--- src/hw/rtl/lsd_pkg.sv ---
// shared types and constants of the lifo stack with default
package lsd_pkg;

  localparam int DEPTH      = 16;
  localparam int DATA_WIDTH = 32;
  localparam int ADDR_W     = $clog2(DEPTH);
  localparam int CNT_W      = $clog2(DEPTH + 1);

  localparam int IN_DATA_W  = 48;
  localparam int OUT_DATA_W = 40;

  typedef enum logic [2:0] {
    FN_PUSH       = 3'd0,
    FN_PUSH_NODUP = 3'd1,
    FN_POP        = 3'd2,
    FN_PEEK       = 3'd3,
    FN_READ_AT    = 3'd4,
    FN_TRUNCATE   = 3'd5
  } func_t;

  localparam logic [1:0] ST_OK    = 2'd0;
  localparam logic [1:0] ST_DUP   = 2'd1;
  localparam logic [1:0] ST_FULL  = 2'd2;
  localparam logic [1:0] ST_EMPTY = 2'd3;

  typedef struct packed {
    logic capture;
    logic exec;
  } lsd_cmd_t;

  typedef struct packed {
    logic out_stall;
  } lsd_stat_t;

endpackage

--- src/hw/rtl/lsd_ctrl.sv ---
// controller state machine: takes a beat, then runs it through the datapath
module lsd_ctrl (
  input  logic              clk,
  input  logic              rst_n,
  input  logic              in_tvalid,
  output logic              in_tready,
  input  lsd_pkg::lsd_stat_t stat,
  output lsd_pkg::lsd_cmd_t  cmd
);
  import lsd_pkg::*;

  typedef enum logic [1:0] {
    S_IDLE = 2'b01,
    S_EXEC = 2'b10
  } state_t;

  state_t state_r, state_nxt;

  always_comb begin
    state_nxt   = state_r;
    in_tready   = 1'b0;
    cmd.capture = 1'b0;
    cmd.exec    = 1'b0;
    case (state_r)
      S_IDLE: begin
        in_tready = 1'b1;
        if (in_tvalid) begin
          cmd.capture = 1'b1;
          state_nxt   = S_EXEC;
        end
      end
      S_EXEC: begin
        if (!stat.out_stall) begin
          cmd.exec  = 1'b1;
          state_nxt = S_IDLE;
        end
      end
      default: state_nxt = S_IDLE;
    endcase
  end

  always_ff @(posedge clk) begin
    if (!rst_n) begin
      state_r <= S_IDLE;
    end else begin
      state_r <= state_nxt;
    end
  end

endmodule

--- src/hw/rtl/lsd_dp.sv ---
// datapath: entry store, count, default register and output register
module lsd_dp (
  input  logic                              clk,
  input  logic                              rst_n,
  input  lsd_pkg::lsd_cmd_t                 cmd,
  output lsd_pkg::lsd_stat_t                stat,
  input  logic [2:0]                        in_func,
  input  logic [lsd_pkg::DATA_WIDTH-1:0]    in_value,
  input  logic [3:0]                        in_pos,
  input  logic [4:0]                        in_keep,
  input  logic                              cfg_we,
  input  logic [lsd_pkg::DATA_WIDTH-1:0]    cfg_wdata,
  output logic                              out_valid,
  input  logic                              out_ready,
  output logic [lsd_pkg::DATA_WIDTH-1:0]    out_data,
  output logic                              out_dvalid,
  output logic [1:0]                        out_status,
  output logic [lsd_pkg::CNT_W-1:0]         out_depth
);
  import lsd_pkg::*;

  logic [DATA_WIDTH-1:0] mem [DEPTH];

  logic [DATA_WIDTH-1:0] default_r;
  logic [CNT_W-1:0]      count_r, count_nxt;
  func_t                 func_r;
  logic [DATA_WIDTH-1:0] val_r;
  logic [3:0]            pos_r;
  logic [4:0]            keep_r;
  logic [DATA_WIDTH-1:0] rd_data_r;
  logic [ADDR_W-1:0]     rd_addr;

  logic                  oval_r;
  logic [DATA_WIDTH-1:0] odata_r, odata_nxt;
  logic                  odv_r, odv_nxt;
  logic [1:0]            ost_r, ost_nxt;

  logic                  empty, full, wr_en;
  logic [DATA_WIDTH-1:0] top;

  always_comb begin
    if (func_t'(in_func) == FN_READ_AT) begin
      rd_addr = in_pos[ADDR_W-1:0];
    end else begin
      rd_addr = ADDR_W'(count_r - CNT_W'(1));
    end
  end

  always_ff @(posedge clk) begin
    if (cmd.capture) begin
      rd_data_r <= mem[rd_addr];
      func_r    <= func_t'(in_func);
      val_r     <= in_value;
      pos_r     <= in_pos;
      keep_r    <= in_keep;
    end
    if (wr_en) begin
      mem[count_r[ADDR_W-1:0]] <= val_r;
    end
  end

  assign empty = (count_r == '0);
  assign full  = (count_r == CNT_W'(DEPTH));
  assign top   = empty ? default_r : rd_data_r;

  always_comb begin
    count_nxt = count_r;
    odata_nxt = '0;
    odv_nxt   = 1'b0;
    ost_nxt   = ST_OK;
    wr_en     = 1'b0;
    case (func_r)
      FN_PUSH: begin
        if (full) begin
          ost_nxt = ST_FULL;
        end else begin
          wr_en     = cmd.exec;
          count_nxt = count_r + CNT_W'(1);
        end
      end
      FN_PUSH_NODUP: begin
        if (val_r == top) begin
          ost_nxt = ST_DUP;
        end else if (full) begin
          ost_nxt = ST_FULL;
        end else begin
          wr_en     = cmd.exec;
          count_nxt = count_r + CNT_W'(1);
        end
      end
      FN_POP: begin
        odv_nxt   = 1'b1;
        odata_nxt = top;
        if (empty) begin
          ost_nxt = ST_EMPTY;
        end else begin
          count_nxt = count_r - CNT_W'(1);
        end
      end
      FN_PEEK: begin
        odv_nxt   = 1'b1;
        odata_nxt = top;
        if (empty) begin
          ost_nxt = ST_EMPTY;
        end
      end
      FN_READ_AT: begin
        if (CNT_W'(pos_r) < count_r) begin
          odv_nxt   = 1'b1;
          odata_nxt = rd_data_r;
        end else begin
          ost_nxt = ST_EMPTY;
        end
      end
      FN_TRUNCATE: begin
        if (CNT_W'(keep_r) < count_r) begin
          count_nxt = CNT_W'(keep_r);
        end
      end
      default: ;
    endcase
  end

  always_ff @(posedge clk) begin
    if (!rst_n) begin
      default_r <= '0;
      count_r   <= '0;
      oval_r    <= 1'b0;
    end else begin
      if (cfg_we) begin
        default_r <= cfg_wdata;
      end
      if (cmd.exec) begin
        count_r <= count_nxt;
        oval_r  <= 1'b1;
      end else if (out_ready) begin
        oval_r <= 1'b0;
      end
    end
  end

  always_ff @(posedge clk) begin
    if (cmd.exec) begin
      odata_r <= odata_nxt;
      odv_r   <= odv_nxt;
      ost_r   <= ost_nxt;
    end
  end

  assign stat.out_stall = oval_r & ~out_ready;
  assign out_valid      = oval_r;
  assign out_data       = odata_r;
  assign out_dvalid     = odv_r;
  assign out_status     = ost_r;
  assign out_depth      = count_r;

endmodule

--- src/hw/rtl/lifo_stack_with_default.sv ---
// top level of the lifo stack with default value
//
// A 16-entry stack of 32-bit words. Each input beat carries one operation in
// in_tuser (push, push unless equal to top, pop, peek, read at position,
// truncate) and its operands in in_tdata. Every input beat gives exactly one
// output beat with the read word, its valid flag, a status code and the
// entry count after the operation.
// Pop and peek on an empty stack return the default word from cfg_wdata, written
// with cfg_we; the user must write it while the block is idle, which it does not enforce.
// Timing: an item is taken in the idle state, where the store is read into a
// register, and the result is loaded into the output register in the execute
// state once the output is not stalled. The block takes no new item until the
// last one has executed; the registered read of the entry store sets this.
// A result waiting in the output register does not block the next input
// beat; that beat is held before execution until the output is taken.
// Reset (rst_n low, synchronous) empties the stack, clears the default word
// and drops out_tvalid; the entry contents are left as they are.
module lifo_stack_with_default (
  input  logic                            clk,
  input  logic                            rst_n,
  input  logic                            cfg_we,
  input  logic [lsd_pkg::DATA_WIDTH-1:0]  cfg_wdata,
  input  logic                            in_tvalid,
  output logic                            in_tready,
  // push_value[31:0], read_position[35:32], keep_count[40:36], zero fill
  input  logic [lsd_pkg::IN_DATA_W-1:0]   in_tdata,
  // func[2:0]
  input  logic [2:0]                      in_tuser,
  output logic                            out_tvalid,
  input  logic                            out_tready,
  // read_data[31:0], status[33:32], depth_now[38:34], zero fill
  output logic [lsd_pkg::OUT_DATA_W-1:0]  out_tdata,
  // data_valid[0]
  output logic                            out_tuser
);
  import lsd_pkg::*;

  lsd_cmd_t              cmd;
  lsd_stat_t             stat;
  logic [DATA_WIDTH-1:0] rdata;
  logic [1:0]            status;
  logic [CNT_W-1:0]      depth;

  lsd_ctrl u_ctrl (
    .clk       (clk),
    .rst_n     (rst_n),
    .in_tvalid (in_tvalid),
    .in_tready (in_tready),
    .stat      (stat),
    .cmd       (cmd)
  );

  lsd_dp u_dp (
    .clk        (clk),
    .rst_n      (rst_n),
    .cmd        (cmd),
    .stat       (stat),
    .in_func    (in_tuser),
    .in_value   (in_tdata[31:0]),
    .in_pos     (in_tdata[35:32]),
    .in_keep    (in_tdata[40:36]),
    .cfg_we     (cfg_we),
    .cfg_wdata  (cfg_wdata),
    .out_valid  (out_tvalid),
    .out_ready  (out_tready),
    .out_data   (rdata),
    .out_dvalid (out_tuser),
    .out_status (status),
    .out_depth  (depth)
  );

  assign out_tdata = {1'b0, depth, status, rdata};

endmodule
--- config.mk ---
export PLATFORM = sky130hd
export DESIGN_NAME = lifo_stack_with_default
export DESIGN_NICKNAME = d
export VERILOG_FILES = /design/src/hw/rtl/lsd_pkg.sv /design/src/hw/rtl/lsd_ctrl.sv /design/src/hw/rtl/lsd_dp.sv /design/src/hw/rtl/lifo_stack_with_default.sv
export SDC_FILE = /design/constraint.sdc
export NUM_CORES = 1
export LEC_CHECK = 0
export BUFFER_PORTS_ARGS = -buffer_cell sky130_fd_sc_hd__buf_2
export CORE_ASPECT_RATIO = 0.9
export CORE_MARGIN = 2
export CORE_UTILIZATION = 60
export CTS_CLUSTER_SIZE = 16
export DETAILED_ROUTE_END_ITERATION = 12
export PLACE_DENSITY = 0.89
export SYNTH_ARGS = -nofsm -noshare
export SYNTH_HDL_FRONTEND = slang
export SYNTH_SLANG_ARGS = --single-unit
export TNS_END_PERCENT = 50
--- constraint.sdc ---
create_clock -name clk -period 5.71 [get_ports clk]
set_input_delay 1.142 -clock clk [delete_from_list [all_inputs] [get_ports clk]]
set_output_delay 1.142 -clock clk [all_outputs]
set_load 0.005 [all_outputs]
### Word level (Yosys, flattened, before mapping)

Memories as Yosys holds them, arrays and structs flattened. A register that Yosys moved wholly into a read port is not among the register bits.
Cells that the tools add are included.

| operators by class | value |
|---|---|
| add/subtract/negate cells | 2 |
| order comparisons | 2 |
| equal/unequal tests | 15 |
| multiplexer cells | 31 |
| bitwise gates (word level) | 2 |
| reduce and logical (&&, ||, !) cells | 7 |

Operators by type and width:

| cell | count |
|---|---|
| $mux 32 | 2 |
| $pmux 32 s2 | 1 |
| $eq 32x32->1 | 1 |
| $mux 5 | 4 |
| $pmux 5 s4 | 1 |
| $mux 1 | 12 |
| $mux 2 | 6 |
| $eq 3x3->1 const B | 3 |
| $ne 2x2->1 const B | 4 |
| $pmux 2 s4 | 1 |
| $eq 3x2->1 const B | 2 |
| $add 5x1->5 const B | 1 |
| $eq 5x5->1 const B | 1 |
| $logic_not 5->1 | 1 |
| $lt 4x5->1 | 1 |
| $lt 5x5->1 | 1 |
| $reduce_and 5->1 | 1 |
| $sub 5x1->5 const B | 1 |
| $mux 4 | 1 |
| $pmux 1 s2 | 2 |
| $pmux 2 s2 | 1 |
| $reduce_bool 4->1 | 1 |
| $eq 3x1->1 const B | 1 |
| $logic_not 3->1 | 1 |
| 8 further kinds | 8 |

| word-level totals | value |
|---|---|
| register bits | 119 |
| RAM bits | 512 |
| logic and storage cells | 71 |
| memories | 1 |

Memories:

| name | words | width | rd ports | clocked after memory_dff | write ports | RTL line | RTL |
|---|---|---|---|---|---|---|---|
| u_dp.mem | 16 | 32 | 1 | 1 | 1 | lsd_dp.sv:22 | `logic [DATA_WIDTH-1:0] mem [DEPTH];` |

### Depth between registers and ports, before layout

| depth | value |
|---|---|
| depth after elaboration | 9 |
| depth in mapped cells | 12 |

### Hierarchy

From an unflattened synthesis, not the netlist that was laid out.

| second synthesis, totals | value |
|---|---|
| cells, all modules | 1357 |
| area total of the unflattened synthesis | 26042.5 um2 |

Modules (own cells, without submodules):

| module | times used | cells an instance | area each (um2) | sequential area each (um2) |
|---|---|---|---|---|
| lsd_dp | 1 | 1347 | 25947.4 | 19468.7 |
| lsd_ctrl | 1 | 8 | 83.8 | 40.0 |
| lifo_stack_with_default | 1 | 2 | 11.3 | 0.0 |

### Worst setup path after synthesis

Ideal clock, no wire load.

| timing | value |
|---|---|
| kind | input to register |
| from | input port out_tready |
| to | memory u_dp.mem[5][0], enable pin |
| setup time | 0.421 ns |
| data arrival time | 4.853 ns |
| required time | 5.289 ns |
| path slack | 0.436 ns |
| cell stages on the path | 5 |
| cell sequence | nand2b_1 -> nor2b_1 -> and2_1 -> nand3_1 -> nor2_1 |

RTL lines:

| element | RTL line | RTL |
|---|---|---|
| from (decl) | lifo_stack_with_default.sv:30 | `input logic out_tready,` |
| to (decl) | lsd_dp.sv:22 |  |

### Final worst setup path

| timing | value |
|---|---|
| from | register u_dp.count_r[1] (netlist: u_dp.out_depth[1]) |
| to | memory u_dp.mem[5][12], enable pin |

| between the ends | value |
|---|---|
| longest elaborated chain between the ends | 7 |
| elaborated cells between the ends (all ways) | 9 |

RTL lines:

| element | RTL line | RTL |
|---|---|---|
| from (decl) | lsd_dp.sv:25 | `logic [CNT_W-1:0] count_r, count_nxt;` |
| from (signal assigned) | lsd_dp.sv:134 | `count_r <= count_nxt;` |
| $logic_not 5->1 | lsd_dp.sv:62 | `assign empty = (count_r == '0);` |
| $mux 32 | lsd_dp.sv:64 | `assign top = empty ? default_r : rd_data_r;` |
| $eq 32x32->1 | lsd_dp.sv:82 | `if (val_r == top) begin` |
| $mux 1 | lsd_dp.sv:82 |  |
| $pmux 1 s2 | lsd_dp.sv:72 | `case (func_r)` |
| $mux 1 | lsd_dp.sv:57 | `if (wr_en) begin` |
| $mux 1 (not written as such) | lsd_dp.sv:58 | `mem[count_r[ADDR_W-1:0]] <= val_r;` |

Several ways; a longest one is shown, not always the timed one.

==> qor.txt <==
Pwr dens -> 338 nW/µm²
Post-synthesis net count -> 1,463
Avg WL per Cell -> 30.7 µm
Final setup viols -> 0
Syn Inst Count -> 1,363
Cts bufs inserted -> 60
Final TNS setup -> 0 ns
Post-synth EDFFs -> 623
Clock Latency Late Sink -> 0.63 ns
Seq/Total Area, Yosys -> 0.745
Outcome -> finished clean
Nets -> 1,605
GRT Overall Usage -> 0.288
Min Tclk post-route -> 4.51 ns
P_sw -> 2.14 mW
Port bufs -> 122
Synth area leader -> edfxtp_1
Hold slack final -> 0.562 ns
I/O pins -> 131
Total power -> 9.98 mW
Unrepaired setup endpoints after global routing -> no
Reg2Reg Launch Point -> u_dp.out_depth[1]$_SDFFE_PN0P_
Initial Util -> 0.608
Die area -> 45,300 µm²
Postcts setup bufs -> 0
Switch share -> 0.214
Worst slew pin tran -> 1.25 ns
Final core occ -> 0.687
Post-synth design cell area -> 26,200 µm²
Crit path cell chain -> inv_1, ha_1, or4b_4, nor4_2, nand4_1, a2111oi_4, nand2_1, nand2_1, nor2_4, buf_4
Distinct cells, synth -> 56
Total number of vias -> 14,584
Iter 0 DRT Violations -> 2,336
Worst setup endpoint -> u_dp.mem[5][12]$_DFFE_PP_
Crit path max-delay cell type -> or4b_4
Clk pwr share -> 0.400
CTS Root Cell -> clkbuf_16
Fraction of final layout cells sized beyond drive strength 1 -> 0.253
Slew headroom -> 0.164
HP Class -> register to register
Antenna Nets Post-Route -> 0
Clk sinks -> 663
Leakage power -> 9.84 nW
Die Wd -> 224 µm
DP Area -> 27,600 µm²
Part of the cycle the worst path needs -> 0.789
Register share of total power -> 0.554
CTS tree -> built
Largest net degree at the start of global routing -> 129
Die H -> 202 µm
Max-slew violations -> 0
Gr ovfl total -> 0
Fin area -> 29,600 µm²
Crit start category -> register
Maxcap violations -> 0
R2R depth -> 10
Most used cell, CP -> nand2_1
DRC Markers -> 0
Reg2Reg Setup Slack -> 1.20 ns
Hold Vio Cnt, Final -> 0
Slowest Stage Delay on Critical Path -> 0.69 ns
Post-CTS Hold Fix Bufs -> 0
Initial antenna violation count -> 2
Area share of the largest cell type after synthesis -> 0.715
F_max -> 222 MHz
Synth async-reset ratio -> 0
Synth area leaders -> edfxtp_1 (71%), mux4_2 (11%), dfxtp_1 (3.1%)
CP Data Required Time -> 6.05 ns
Yosys reg bits -> 663
Number of synthesis warnings -> 0
Clk slew on worst S/H paths -> 0.07 ns
Critical path peak fanout -> 22
Avg Cell Area, Syn -> 19.2 µm²
CTS Buffer Depth -> 3
Vias in the first global route -> 14,593
Number of H-tree levels -> 2
Detailed placement HPWL -> 36.0 mm
GP Congestion -> 0.902
Worst Setup SP -> u_dp.out_depth[1]$_SDFFE_PN0P_
Maximum vdd drop -> 0.293 mV
First-pass GRT wire length -> 93.7 mm
Area delta synth->final -> 12.9%
CTS-repair resized insts -> 0
Worst Clk Skew -> 0.0287 ns
Row Count -> 72
Area of the core -> 43,100 µm²
R2r endpoint -> u_dp.mem[5][12]$_DFFE_PP_
CP arrival -> 4.84 ns
Logic pwr share -> 0.046
Via/cell ratio -> 6.91
DRT Wirelength -> 64.9 mm
Crit end category -> register
Predominant post-synthesis flop cell -> edfxtp_1
Pre-antenna DRT Iters -> 7
Pint -> 7.84 mW
CP Class -> register to register
metal layers:
layer  wire length (µm)  track usage
met4               3020        0.131
met5                  0            0
met1              22700        0.392
met2              30500        0.443
met3               8610       0.0785
power groups by stage:
stage                     Combinational, mW  Clock [mW]  Sequential, mW
final                                 0.463        3.99            5.53
after CTS                             0.459        4.02            5.52
after floorplan                       0.304           0            5.56
after global placement                0.438           0            5.61
after global routing                  0.489        4.19            5.53
after detailed placement              0.452           0            5.62
synthesized netlist by cell type, types with 3 or more instances:
master     number
and3_1          7
o21ai_0        11
o21a_1          4
a22o_1         35
nand2b_1       11
a211oi_1       35
nor4_1          4
nand4_1         5
buf_4           3
o211ai_1        4
a21oi_1        43
dfxtp_1        40
buf_1           8
xnor2_1        14
inv_1          30
nand2_1        30
mux2i_1        69
xor2_1         11
ha_1           12
o22ai_1        13
nor2_1         32
edfxtp_1      623
nor2b_1        70
buf_2          14
mux4_2        128
a221oi_1        6
o2bb2ai_1       3
clkbuf_1       40
a41oi_1         3
nor3_1          5
nand3_1        13
cell usage in the layout, fill, tap and decap left out, types with 14 or more instances in the layout:
cell,instances
a22o_1,35
clkbuf_1,16
buf_4,20
nor2b_1,69
a211oi_1,35
a21oi_1,42
nand2_1,30
inv_1,30
dfxtp_1,40
mux2i_1,69
mux4_2,128
buf_2,122
clkbuf_16,60
edfxtp_1,623
nor2_1,19
xnor2_1,14
cell type report:
cell class	instances	area, µm²
fillers	2502	13500
repair buffers	147	861
clock buffers	82	1640
flip-flops and latches	663	19500
well taps	555	694
inverters	30	113
clock inverters	30	294
multi-input cells	603	6450
diodes	1	2.50
flip-flops by register name, summed over array words and instances, names as in the netlist:
| name | cells |
|---|---|
| u_dp.out_depth | 5 |
| u_dp.out_data | 32 |
| u_dp.out_dvalid | 1 |
| u_dp.out_valid | 1 |
| u_dp.out_status | 2 |
| u_ctrl.state_r | 2 |
| u_dp.pos_r | 4 |
| u_dp.rd_data_r | 32 |
| u_dp.keep_r | 5 |
| u_dp.func_r | 3 |
| u_dp.default_r | 32 |
| u_dp.mem | 512 |
| u_dp.val_r | 32 |
worst min path at each step:
stage	start	to	slack [ns]	cells past startpoint
floorplan	u_ctrl.state_r[1]$_SDFFE_PN0P_	u_dp.out_valid$_SDFFE_PN0P_	0.50	2
global placement	u_dp.out_valid$_SDFFE_PN0P_	u_dp.out_valid$_SDFFE_PN0P_	0.52	2
detailed placement	u_dp.default_r[18]$_SDFFE_PN0P_	u_dp.default_r[18]$_SDFFE_PN0P_	0.55	2
CTS	u_dp.default_r[18]$_SDFFE_PN0P_	u_dp.default_r[18]$_SDFFE_PN0P_	0.56	2
global route	u_dp.default_r[29]$_SDFFE_PN0P_	u_dp.default_r[29]$_SDFFE_PN0P_	0.59	2
finish	u_dp.default_r[29]$_SDFFE_PN0P_	u_dp.default_r[29]$_SDFFE_PN0P_	0.56	2
critical path, delay by kind of cell, from the launching register on:
kind,cells,cell delay (ns)
and+or+nand+nor,6,2.20
AOI/OAI and AO/OA,1,0.62
buffers and inverters,2,0.60
DFF,1,0.42
adders and majority gates,1,0.31
through the flow:
| stage | instances | setup slack, ns |
|---|---|---|
| 2_1_floorplan | 1363 | 0.436 |
| 3_3_place_gp | 1998 | 1.58 |
| 3_5_place_dp | 1998 | 1.49 |
| 4_1_cts | 2110 | 1.37 |
| 5_1_grt | 2110 | 1.14 |
| 6_report | 2111 | 1.20 |
cells by family (layout without fill, tap and decap cells):
family          count (synthesis)  after routing  synth area share
other cells                     1              2          0.000143
buf+inv                        97            289            0.0156
mux                           199            199             0.137
fa+ha+maj                      12             12           0.00573
simple gates                  188            188            0.0391
xor+xnor                       25             25           0.00836
compound gates                178            178            0.0486
flops                         663            663             0.745
Power figures use the tool's default switching activity.
